--- config.mk ---
export PLATFORM = sky130hd
export DESIGN_NAME = rgbc_queue
export DESIGN_NICKNAME = d
export VERILOG_FILES = /design/src/design/rgbc_pkg.sv /design/src/design/rgbc_queue.sv
export SDC_FILE = /design/constraint.sdc
export NUM_CORES = 1
export LEC_CHECK = 0
export ABC_AREA = 1
export BUFFER_PORTS_ARGS = -buffer_cell sky130_fd_sc_hd__buf_4
export CORE_AREA = 2 2 480 482
export DETAILED_ROUTE_END_ITERATION = 6
export DIE_AREA = 0 0 482 484
export GPL_TIMING_DRIVEN = 0
export SLEW_MARGIN = 20
export SYNTH_ARGS = -nofsm -noshare
export SYNTH_HDL_FRONTEND = slang
export SYNTH_SLANG_ARGS = --single-unit
--- constraint.sdc ---
create_clock -name clk -period 66.6 [get_ports clk]
set_clock_uncertainty 0.2 [all_clocks]
set_input_delay 6.66 -clock clk [delete_from_list [all_inputs] [get_ports clk]]
set_output_delay 6.66 -clock clk [all_outputs]
set_load 0.02 [all_outputs]
--- src/design/rgbc_pkg.sv ---
`timescale 1ns / 1ps
// ----------------------------------------------------------------------------
// rgbc_pkg
// Shared types, constants and helpers of the RGB convolution block.
// ----------------------------------------------------------------------------
package rgbc_pkg;

	localparam int KMAX        = 5;
	localparam int LINES       = KMAX - 1;
	localparam int HS_MAX      = (KMAX - 1) / 2;
	localparam int COEF_FRAC   = 10;
	localparam int COEF_BITS   = COEF_FRAC + 2;
	localparam int CFG_W       = 60;
	localparam int PIX_W       = 24;
	localparam int PROD_W      = COEF_BITS + 9;
	localparam int ROW_SUM_W   = PROD_W + 3;
	localparam int SUM_W       = ROW_SUM_W + 3;
	localparam int QUEUE_DEPTH = 2;
	localparam int DEF_WIDTH   = 4096;
	localparam int DEF_HEIGHT  = 4096;

	// register indexes of the configuration port
	localparam logic [2:0] REG_COEF_0   = 3'd0;
	localparam logic [2:0] REG_COEF_4   = 3'd4;
	localparam logic [2:0] REG_WIDTH    = 3'd5;
	localparam logic [2:0] REG_HEIGHT   = 3'd6;
	localparam logic [2:0] REG_HALF     = 3'd7;

	typedef struct packed {
		logic       drain;
		logic [7:0] pixel_red;
		logic [7:0] pixel_green;
		logic [7:0] pixel_blue;
	} pixel_in_t;

	typedef struct packed {
		logic       last_of_frame;
		logic [7:0] out_red;
		logic [7:0] out_green;
		logic [7:0] out_blue;
	} pixel_out_t;

	// window[r][c], pixel packed as {red, green, blue}
	typedef logic [KMAX-1:0][KMAX-1:0][PIX_W-1:0] window_t;
	typedef logic [KMAX-1:0][CFG_W-1:0] coef_bank_t;

	typedef struct packed {
		window_t    win;
		logic       interior;
		logic       last;
		logic [1:0] hs;
	} job_t;

	// coefficient that weights window position (r, c) for a given half size
	function automatic logic signed [COEF_BITS-1:0] coef_sel(coef_bank_t cb,
			logic [1:0] hs, int r, int c);
		int base;
		int dx;
		int dy;
		logic signed [COEF_BITS-1:0] res;
		base = KMAX - 1 - 2 * int'(hs);
		res  = '0;
		if (r >= base && c >= base) begin
			dx  = c - base;
			dy  = r - base;
			res = cb[dx][dy * COEF_BITS +: COEF_BITS];
		end
		return res;
	endfunction

	// truncate toward zero (negative sums clamp to 0), then saturate
	function automatic logic [7:0] clamp_sum(logic signed [SUM_W-1:0] s);
		logic signed [SUM_W-1:0] q;
		logic [7:0] res;
		q = s >>> COEF_FRAC;
		if (s <= 0)
			res = 8'd0;
		else if (q > SUM_W'(255))
			res = 8'd255;
		else
			res = q[7:0];
		return res;
	endfunction

endpackage

--- src/design/rgbc_queue.sv ---
`timescale 1ns / 1ps
// ----------------------------------------------------------------------------
// rgbc_queue
// Short job queue between window builder and arithmetic pipeline.
// ----------------------------------------------------------------------------
module rgbc_queue import rgbc_pkg::*; #(
	parameter int DEPTH = QUEUE_DEPTH
) (
	input  logic clk,
	input  logic arst_n,
	input  logic push,
	input  job_t push_data,
	output logic full,
	input  logic pop,
	output logic not_empty,
	output job_t head
);

	localparam int PTR_W = (DEPTH > 1) ? $clog2(DEPTH) : 1;
	localparam int CNT_W = $clog2(DEPTH + 1);

	job_t             entry_q [DEPTH];
	logic [PTR_W-1:0] wr_ptr_q, rd_ptr_q;
	logic [CNT_W-1:0] cnt_q;
	logic             do_pop;

	assign full      = cnt_q == CNT_W'(DEPTH);
	assign not_empty = cnt_q != '0;
	assign head      = entry_q[rd_ptr_q];
	assign do_pop    = pop && not_empty;

	always_ff @(posedge clk) begin
		if (push)
			entry_q[wr_ptr_q] <= push_data;
	end

	always_ff @(posedge clk or negedge arst_n) begin
		if (!arst_n) begin
			wr_ptr_q <= '0;
			rd_ptr_q <= '0;
			cnt_q    <= '0;
		end else begin
			if (push)
				wr_ptr_q <= (wr_ptr_q == PTR_W'(DEPTH - 1)) ? '0 : wr_ptr_q + PTR_W'(1);
			if (do_pop)
				rd_ptr_q <= (rd_ptr_q == PTR_W'(DEPTH - 1)) ? '0 : rd_ptr_q + PTR_W'(1);
			if (push && !do_pop)
				cnt_q <= cnt_q + CNT_W'(1);
			else if (do_pop && !push)
				cnt_q <= cnt_q - CNT_W'(1);
		end
	end

`ifndef NO_ASSERTIONS
	a_no_overflow: assert property (@(posedge clk) disable iff (!arst_n)
		push |-> !full || do_pop)
		else $error("job queue overflow");
	a_cnt_range: assert property (@(posedge clk) disable iff (!arst_n)
		cnt_q <= CNT_W'(DEPTH))
		else $error("job queue count out of range");
`endif

endmodule

### Word level (Yosys, flattened, before mapping)

Memory sizes are Yosys's and may differ from the RTL's.
Index checks and enable logic that the tools add are counted.

* reduce and logical (&&, ||, !) cells: 7
* multiplexer cells: 6
* equality and inequality tests: 1
* add/sub/neg operators: 4

Operators with widths (count)
* $mux W1: 4
* $mux W2: 2
* $reduce_bool A2 Y1: 2
* $logic_and A1 B1 Y1: 3
* $add A1 B1 Y1 const B: 2
* $add A2 B1 Y2 const B: 1
* $eq A2 B2 Y1 const B: 1
* $logic_not A1 Y1: 2
* $sub A2 B1 Y2 const B: 1

* flip-flop bits (word level): 4
* memories: 1
* RAM bits: 1208
* output and inout port bits: 606

Memories
* entry_q: depth 2, bits a word 604, read ports 1, clocked after memory_dff 0, write ports 1, line rgbc_queue.sv:22 `job_t entry_q [DEPTH];`

### Logic depth before layout (Yosys ltp)

Gate-level depths: netlist of the first run.

* word-level depth: 5
* mapped depth: 9

### Worst setup path after synthesis of the first run

No wires, ideal clock.

* kind: input to register
* start point: input push
* end point: memory entry_q[0][0] (netlist bit) (enable)
* arrival time: 31.911 ns
* required time: 64.796 ns
* path slack: 32.885 ns
* path buffers: 0
* stages: 2
* setup time: 1.604 ns
* cells stage by stage: inv_1 nor2_1

* cells in the longest elaborated chain, start to end: 2

Ends and longest elaborated chain
* start: declaration: line rgbc_queue.sv:11 `input logic push,`
* $mux W1: line rgbc_queue.sv:33 `if (push)`
* $mux W1 (not written as such): line rgbc_queue.sv:34 `entry_q[wr_ptr_q] <= push_data;`
* end: declaration: line rgbc_queue.sv:22

No other way between the ends.

==> results.md, run 1 <==
* Total congestion overflow at 0
* Crit path from: rd_ptr_q$_DFFE_PN0P_
* Netlist cell types at 13
* Outcome: finished clean
* Syn Inst Count at 3,182
* # IOs at 1,214
* Via Count at between 30,000 and 40,000
* Critical Path Sink Type: primary output
* Crit-path max FO at 11
* Width of the die at just under 500 µm
* Setup TNS Final at 0 ns
* Share of cells above drive strength 1 at 33.62%
* Largest net degree at the start of global routing at 95
* Antenna-violating nets left at 0
* PortBufs at 1,213
* Max_cap viols at 0
* Area after DPL at approximately 58,000 µm²
* Cell Pwr Density at 48.58 nW/µm²
* Most common cell after layout, fill and taps aside: nand2_1
* RSZ-0062 raised after global routing: no
* Placed cell count at ~7,500
* Fmax at 99.24 MHz
* Arrival time at the worst endpoint at between 3 and 4 ns
* Total die area at 233,300 µm²
* Critical path class: register to primary output
* Clock-pin slew of the registers on the worst-case setup and hold paths at 0.06 ns
* Cell Chain, Critical Path: inv_2 -> buf_2 -> buf_4 -> buf_2 -> nand2_1 -> nand2_1 -> buf_4
* CTS H-tree depth at 4
* Rows at 176
* DP Worst Slack at 57.03 ns
* CTS tree: built
* Hold wc startpoint: cnt_q[1]$_DFFE_PN0P_
* First drt pass iteration count at 5
* Final RePlAce weighted congestion at 0.8931
* Yosys reg bits at 1,212
* Final Setup Violations at 0
* Synth Warn # at 0
* Slowest cell on crit path: buf_2
* HPWL after DPL at 147,400 µm
* Static Leak at 25.71 nW
* Fin. max-slew vios at 0
* Final Critical Period at 10.08 ns
* Reg2Reg Launch Point: wr_ptr_q$_DFFE_PN0P_
* Cell area after synthesis at 44,000 µm²
* First-pass GRT wire length at 241,400 µm
* CTS max path bufs at 3
* # hold bufs at CTS at 0
* DR WL/cell at ~24 µm
* WP data required at 59.74 ns
* Via density at 3.883
* Root Buffer: clkbuf_16
* Resize count post-CTS at 0
* Post-CTS Setup Inserts at 0
* Sink Count at 1,212
* Hold Violations, Final at 0
* Total Routed Length at between 150,000 and 200,000 µm
* Final #Nets at 5,180
* Period utilization at between 10% and 20%
* Startpoint Class: register
* WP buf/inv at 5
* Worst min path class: register to register
* Worst slew pin tran at 0.8072 ns
* Post-route DRC at 0
* Core ar. at 228,600 µm²
* Worst VDD drop at 30.09 µV
* Starting Density at 19.25%
* P&R area growth vs syn at 41.55%
* CP peak stage delay at approximately 0.63 ns
* Clk_lat worst skew at 0.75 ns
* Synth Net Count at 3,791
* Die height at 484 µm
* Commonest cells after routing, fill and taps aside: nand2_1, buf_4, edfxtp_1, clkbuf_16, buf_2
* Initial antenna violation count at 88
* Largest delay contributor family on the critical path: buffers and inverters
* Global-route usage over all layers at 15.12%
* Register area share after synthesis at 82.66%
* Worst slew margin at 46.19%
* Synth Area per Inst at 13.83 µm²
* CTS Buf Count at around 140
* Finished Layout Cells at 7,732
* Starting DRC count in detailed routing at 2,522
* Setup ws final at between 50 and 60 ns
* Vias in the first global route at 29,331
* Final instance area at just over 60,000 µm²
==> worst reg2reg max path, stage by stage, from the launching register on <==
cell	delay (ns)
dfrtp_1	0.43
nor2_4	0.46
buf_12	0.26
buf_12	0.21
buf_16	0.19
buf_12	0.22
buf_12	0.23
buf_16	0.20
buf_12	0.21
buf_16	0.21
==> sequential cells by signal, indices dropped and copies added (netlist names) <==
signal and cells:
cnt_q 2, entry_q 1208, rd_ptr_q 1, wr_ptr_q 1
==> logic make-up (layout without fill, tap and decap cells) <==
kind of cell               after synthesis  after routing  share of synthesized area (%)
and+or+nand+nor                       1826           1826                          15.59
DFF                                   1212           1212                          82.66
adders and majority gates                1              1                        0.02843
xor gates and xnor gates                 2              2                        0.03982
buffers and inverters                  141           1635                          1.680
other                                    0             30                              0
==> path summary, 6_finish.rpt <==
kind	cells past startpoint	to	slack (ns)
setup / recovery	7	head[386]	56.52
hold / removal	2	cnt_q[1]$_DFFE_PN0P_	0.31
setup reg to reg	9	entry_q[0][254]$_DFFE_PP_	63.48
hold reg to reg	2	cnt_q[1]$_DFFE_PN0P_	0.31
max in group asynchronous	1	wr_ptr_q$_DFFE_PN0P_	60.61
min in group asynchronous	1	rd_ptr_q$_DFFE_PN0P_	5.49
==> metrics by stage <==
stage / hold slack, ns / util [%] / power, W
floorplan: 0.2417 / - / 0.001755
global route: 0.3493 / 27.22 / 0.003165
global placement: 0.2713 / 24.89 / 0.002515
CTS: 0.3074 / 27.22 / 0.003073
detailed placement: 0.2890 / 25.32 / 0.002330
finish: 0.3126 / 27.25 / 0.003026
==> layer usage <==
metal  vias to the layer above  global-route usage, %  wire (µm)
met5                         -                      0        355
met4                        56                  4.411       5181
met3                       293                  7.358      23610
met2                      1461                  24.60      85590
met1                     14564                  17.47      68980
li1                      13649                      -          -
==> power breakdown <==
| group | leakage (nW) | internal [W] | switching (W) | total (W) |
|---|---|---|---|---|
| registers | 11.4 | 0.00101 | 0.0000307 | 0.00104 |
| logic | 12.2 | 0.000386 | 0.000867 | 0.00125 |
| clock network | 2.09 | 0.000417 | 0.000315 | 0.000732 |
==> final cells by class <==
class	instances	area (µm²)
multi-input cells	1829	6897
inverters	7	33.78
diodes	30	75.07
clock inverters	75	698.2
clock buffers	167	3626
fillers	23423	166300
flip-flops and latches	1212	36370
repair buffers	1252	10080
well taps	3026	3786
plain buffers	134	713.2
==> synth_stat cells <==
library cell / count / area share (%)
ha_1: 1 / 0.028
edfxtp_1: 1208 / 82
nand3_1: 2 / 0.023
buf_4: 17 / 0.29
xnor2_1: 1 / 0.020
inv_1: 6 / 0.051
nor2_1: 2 / 0.017
inv_2: 1 / 0.0085
nand2_1: 1821 / 16
nand4_1: 1 / 0.014
buf_2: 117 / 1.3
xor2_1: 1 / 0.020
dfrtp_1: 4 / 0.23
Power figures use the tool's default switching activity.
==> run 2: changes to the inputs <==
==> constraint.sdc (replaced) <==
create_clock -name clk -period 9.5 [get_ports clk]
set_clock_uncertainty 0.2 [all_clocks]
set_input_delay 0.95 -clock clk [delete_from_list [all_inputs] [get_ports clk]]
set_output_delay 0.95 -clock clk [all_outputs]
set_load 0.02 [all_outputs]
==> results.md, run 2 (same netlist as run 1, synthesis figures left out) <==
* Filler instances at 23,515 (+0.39%)
* Initial antenna violation count at 95 (+8.0%)
* Period utilization at a little under half
* Hold Violations, Final at 0 (unchanged)
* CP peak stage delay at 0.52 ns (-0.11 ns)
* Slowest cell on crit path: buf_2
* Arrival time at the worst endpoint at 3.18 ns (-0.04 ns)
* First-pass GRT wire length at 242,500 µm (+0.45%)
* Largest register FFs at 1,208 (unchanged)
* Worst VDD drop at 212.2 µV (+610%)
* Width of the die at 482 µm (unchanged)
* Crit path from: rd_ptr_q$_DFFE_PN0P_
* Post-route DRC at 0 (unchanged)
* Vias in the first global route at 29,504 (+0.59%)
* Worst slew pin tran at 0.6742 ns (-0.1330 ns)
* Worst min path class: input port to register
* Registers with the most flip-flops: entry_q x1208, cnt_q x2
* Finished Layout Cells at 7,756 (+0.31%)
* Stages on the worst setup path at 7 (unchanged)
* Root Buffer: clkbuf_16
* CTS H-tree depth at 4 (unchanged)
* Reg2Reg Launch Point: wr_ptr_q$_DFFE_PN0P_
* WP data required at 8.35 ns (-51.39 ns)
* Final instance area at 62,690 µm² (+0.65%)
* Cell Pwr Density at 340.5 nW/µm² (+600%)
* Clk_lat worst skew at 0.77 ns (+0.02 ns)
* Share of cells above drive strength 1 at 34.16% (+0.54 points)
* Crit-path max FO at 10 (-1)
* Reg2Reg Setup Slack at 5.92 ns (-57.56 ns)
* Outcome: finished clean
* Core ar. at 228,600 µm² (unchanged)
* R2r worst-path depth at 11 (+2)
* Worst slew margin at 55.06% (+8.9 points)
* Via density at 3.883 (about the same)
* # IOs at 1,214 (unchanged)
* Clock-pin slew of the registers on the worst-case setup and hold paths at 0.06 ns (about the same)
* Max_cap viols at 0 (unchanged)
* Largest net degree at the start of global routing at 33 (-65%)
* Critical path class: register to primary output
* Static Leak at 25.90 nW (+0.74%)
* Die height at 484 µm (unchanged)
* Cell Chain, Critical Path: inv_2 -> buf_2 -> buf_4 -> buf_2 -> nand2_1 -> nand2_1 -> buf_4
* Starting Density at 19.25% (unchanged)
* Commonest cells after routing, fill and taps aside: nand2_1, buf_4, edfxtp_1, clkbuf_16, buf_2
* Core Util, Final at 27.43% (+0.18 points)
* Critical Path Sink Type: primary output
* Sink Count at 1,212 (unchanged)
* Via Count at 30,120 (+0.32%)
* CTS max path bufs at 3 (unchanged)
* Final #Nets at 5,198 (+0.35%)
* Starting DRC count in detailed routing at 2,441 (-3.2%)
* Most common cell after layout, fill and taps aside: nand2_1
* Placed cell count at 7,476 (+0.21%)
* HPWL after DPL at 147,800 µm (+0.28%)
* Setup TNS Final at 0 ns (unchanged)
* P&R area growth vs syn at 42.46%
* Largest delay contributor family on the critical path: buffers and inverters
* Overall Power at 0.02135 W (+610%)
* Final Setup Violations at 0 (unchanged)
* Largest register by flop count: entry_q
* Global-route usage over all layers at 15.11% (about the same)
* RSZ-0062 raised after global routing: no
* Fmax at about 230 MHz
* Total congestion overflow at 0 (unchanged)
* WP buf/inv at 5 (unchanged)
* CTS tree: built
* CP Capture Point: head[411]
* Rows at 176 (unchanged)
* First drt pass iteration count at 5 (unchanged)
* Area after DPL at 58,160 µm² (+0.48%)
* PortBufs at 1,213 (unchanged)
* CTS Buf Count at 136 (+0.74%)
* DR WL/cell at 23.64 µm (-0.49%)
* RR Endpoint: entry_q[0][192]$_DFFE_PP_
* Total die area at 233,300 µm² (unchanged)
* Final Critical Period at ~4.3 ns
* Antenna-violating nets left at 0 (unchanged)
* Total Routed Length at 183,400 µm (-0.18%)
* Final RePlAce weighted congestion at 0.9098 (+1.9%)
* Hold path cells at 1 (-1)
* Startpoint Class: register
* Fin. max-slew vios at 0 (unchanged)
-- run 2: cell count changes in the layout (fill, tap and decap cells not counted), sizes merged --
cell | before | now
diode | 30 | 29
inv | 13 | 15
clkbuf | 167 | 165
buf | 1386 | 1402
bufinv | 7 | 9
clkinv | 57 | 63
dlygate4sd3 | 0 | 1
-- run 2: final cells by class --
type                       count  area [µm²]  area share, %
antenna                       29       72.57         0.1158
buffer                       134       713.2          1.138
clock buffer                 165        3618          5.772
clock inverter                85       823.3          1.313
inverter                       7       42.54        0.06786
multi-input combinational   1829        6913          11.03
sequential                  1212       36370          58.02
tap                         3026        3786          6.040
timing repair buffer        1269       10340          16.50
-- run 2: what timing repair did --
action,in CTS,in global routing
hold endpoints to repair,4,0
endpoints found under the setup margin,0,0
buffers inserted,0,0
hold buffers,1,0
gates resized for setup,0,0
-- run 2: worst min path at each step --
stage                         startpoint                   endpoint  slack [ns]
finish                    push_data[314]  entry_q[1][314]$_DFFE_PP_        0.15
CTS                       push_data[316]  entry_q[0][316]$_DFFE_PP_        0.04
global placement    cnt_q[1]$_DFFE_PN0P_       cnt_q[1]$_DFFE_PN0P_        0.27
global route              push_data[249]  entry_q[0][249]$_DFFE_PP_        0.07
floorplan           cnt_q[1]$_DFFE_PN0P_       cnt_q[1]$_DFFE_PN0P_        0.24
detailed placement  cnt_q[1]$_DFFE_PN0P_       cnt_q[1]$_DFFE_PN0P_        0.28
-- run 2: metrics by stage --
step | worst slack, ns | hold slack (ns)
3_3_place_gp | -8.101 | 0.2675
2_1_floorplan | -1.194 | 0.2417
4_1_cts | 4.861 | 0.03767
6_report | 5.169 | 0.1521
5_1_grt | 4.918 | 0.06588
3_5_place_dp | 5.231 | 0.2766
-- run 2: per-layer routing --
layer / part of all wire (%) / vias up / track usage [%]
met5: 0.20 / - / 0
met4: 2.8 / 56 / 4.293
met3: 13 / 320 / 7.142
met2: 47 / 1478 / 24.98
met1: 37 / 14600 / 17.31
li1: - / 13666 / -
-- run 2: power by group --
part	leakage [nW]	total, W	switching [W]	internal [W]
Sequential	11.4	0.00729	0.000218	0.00707
Combinational	12.4	0.00879	0.00603	0.00277
Clock	2.17	0.00527	0.00227	0.00299
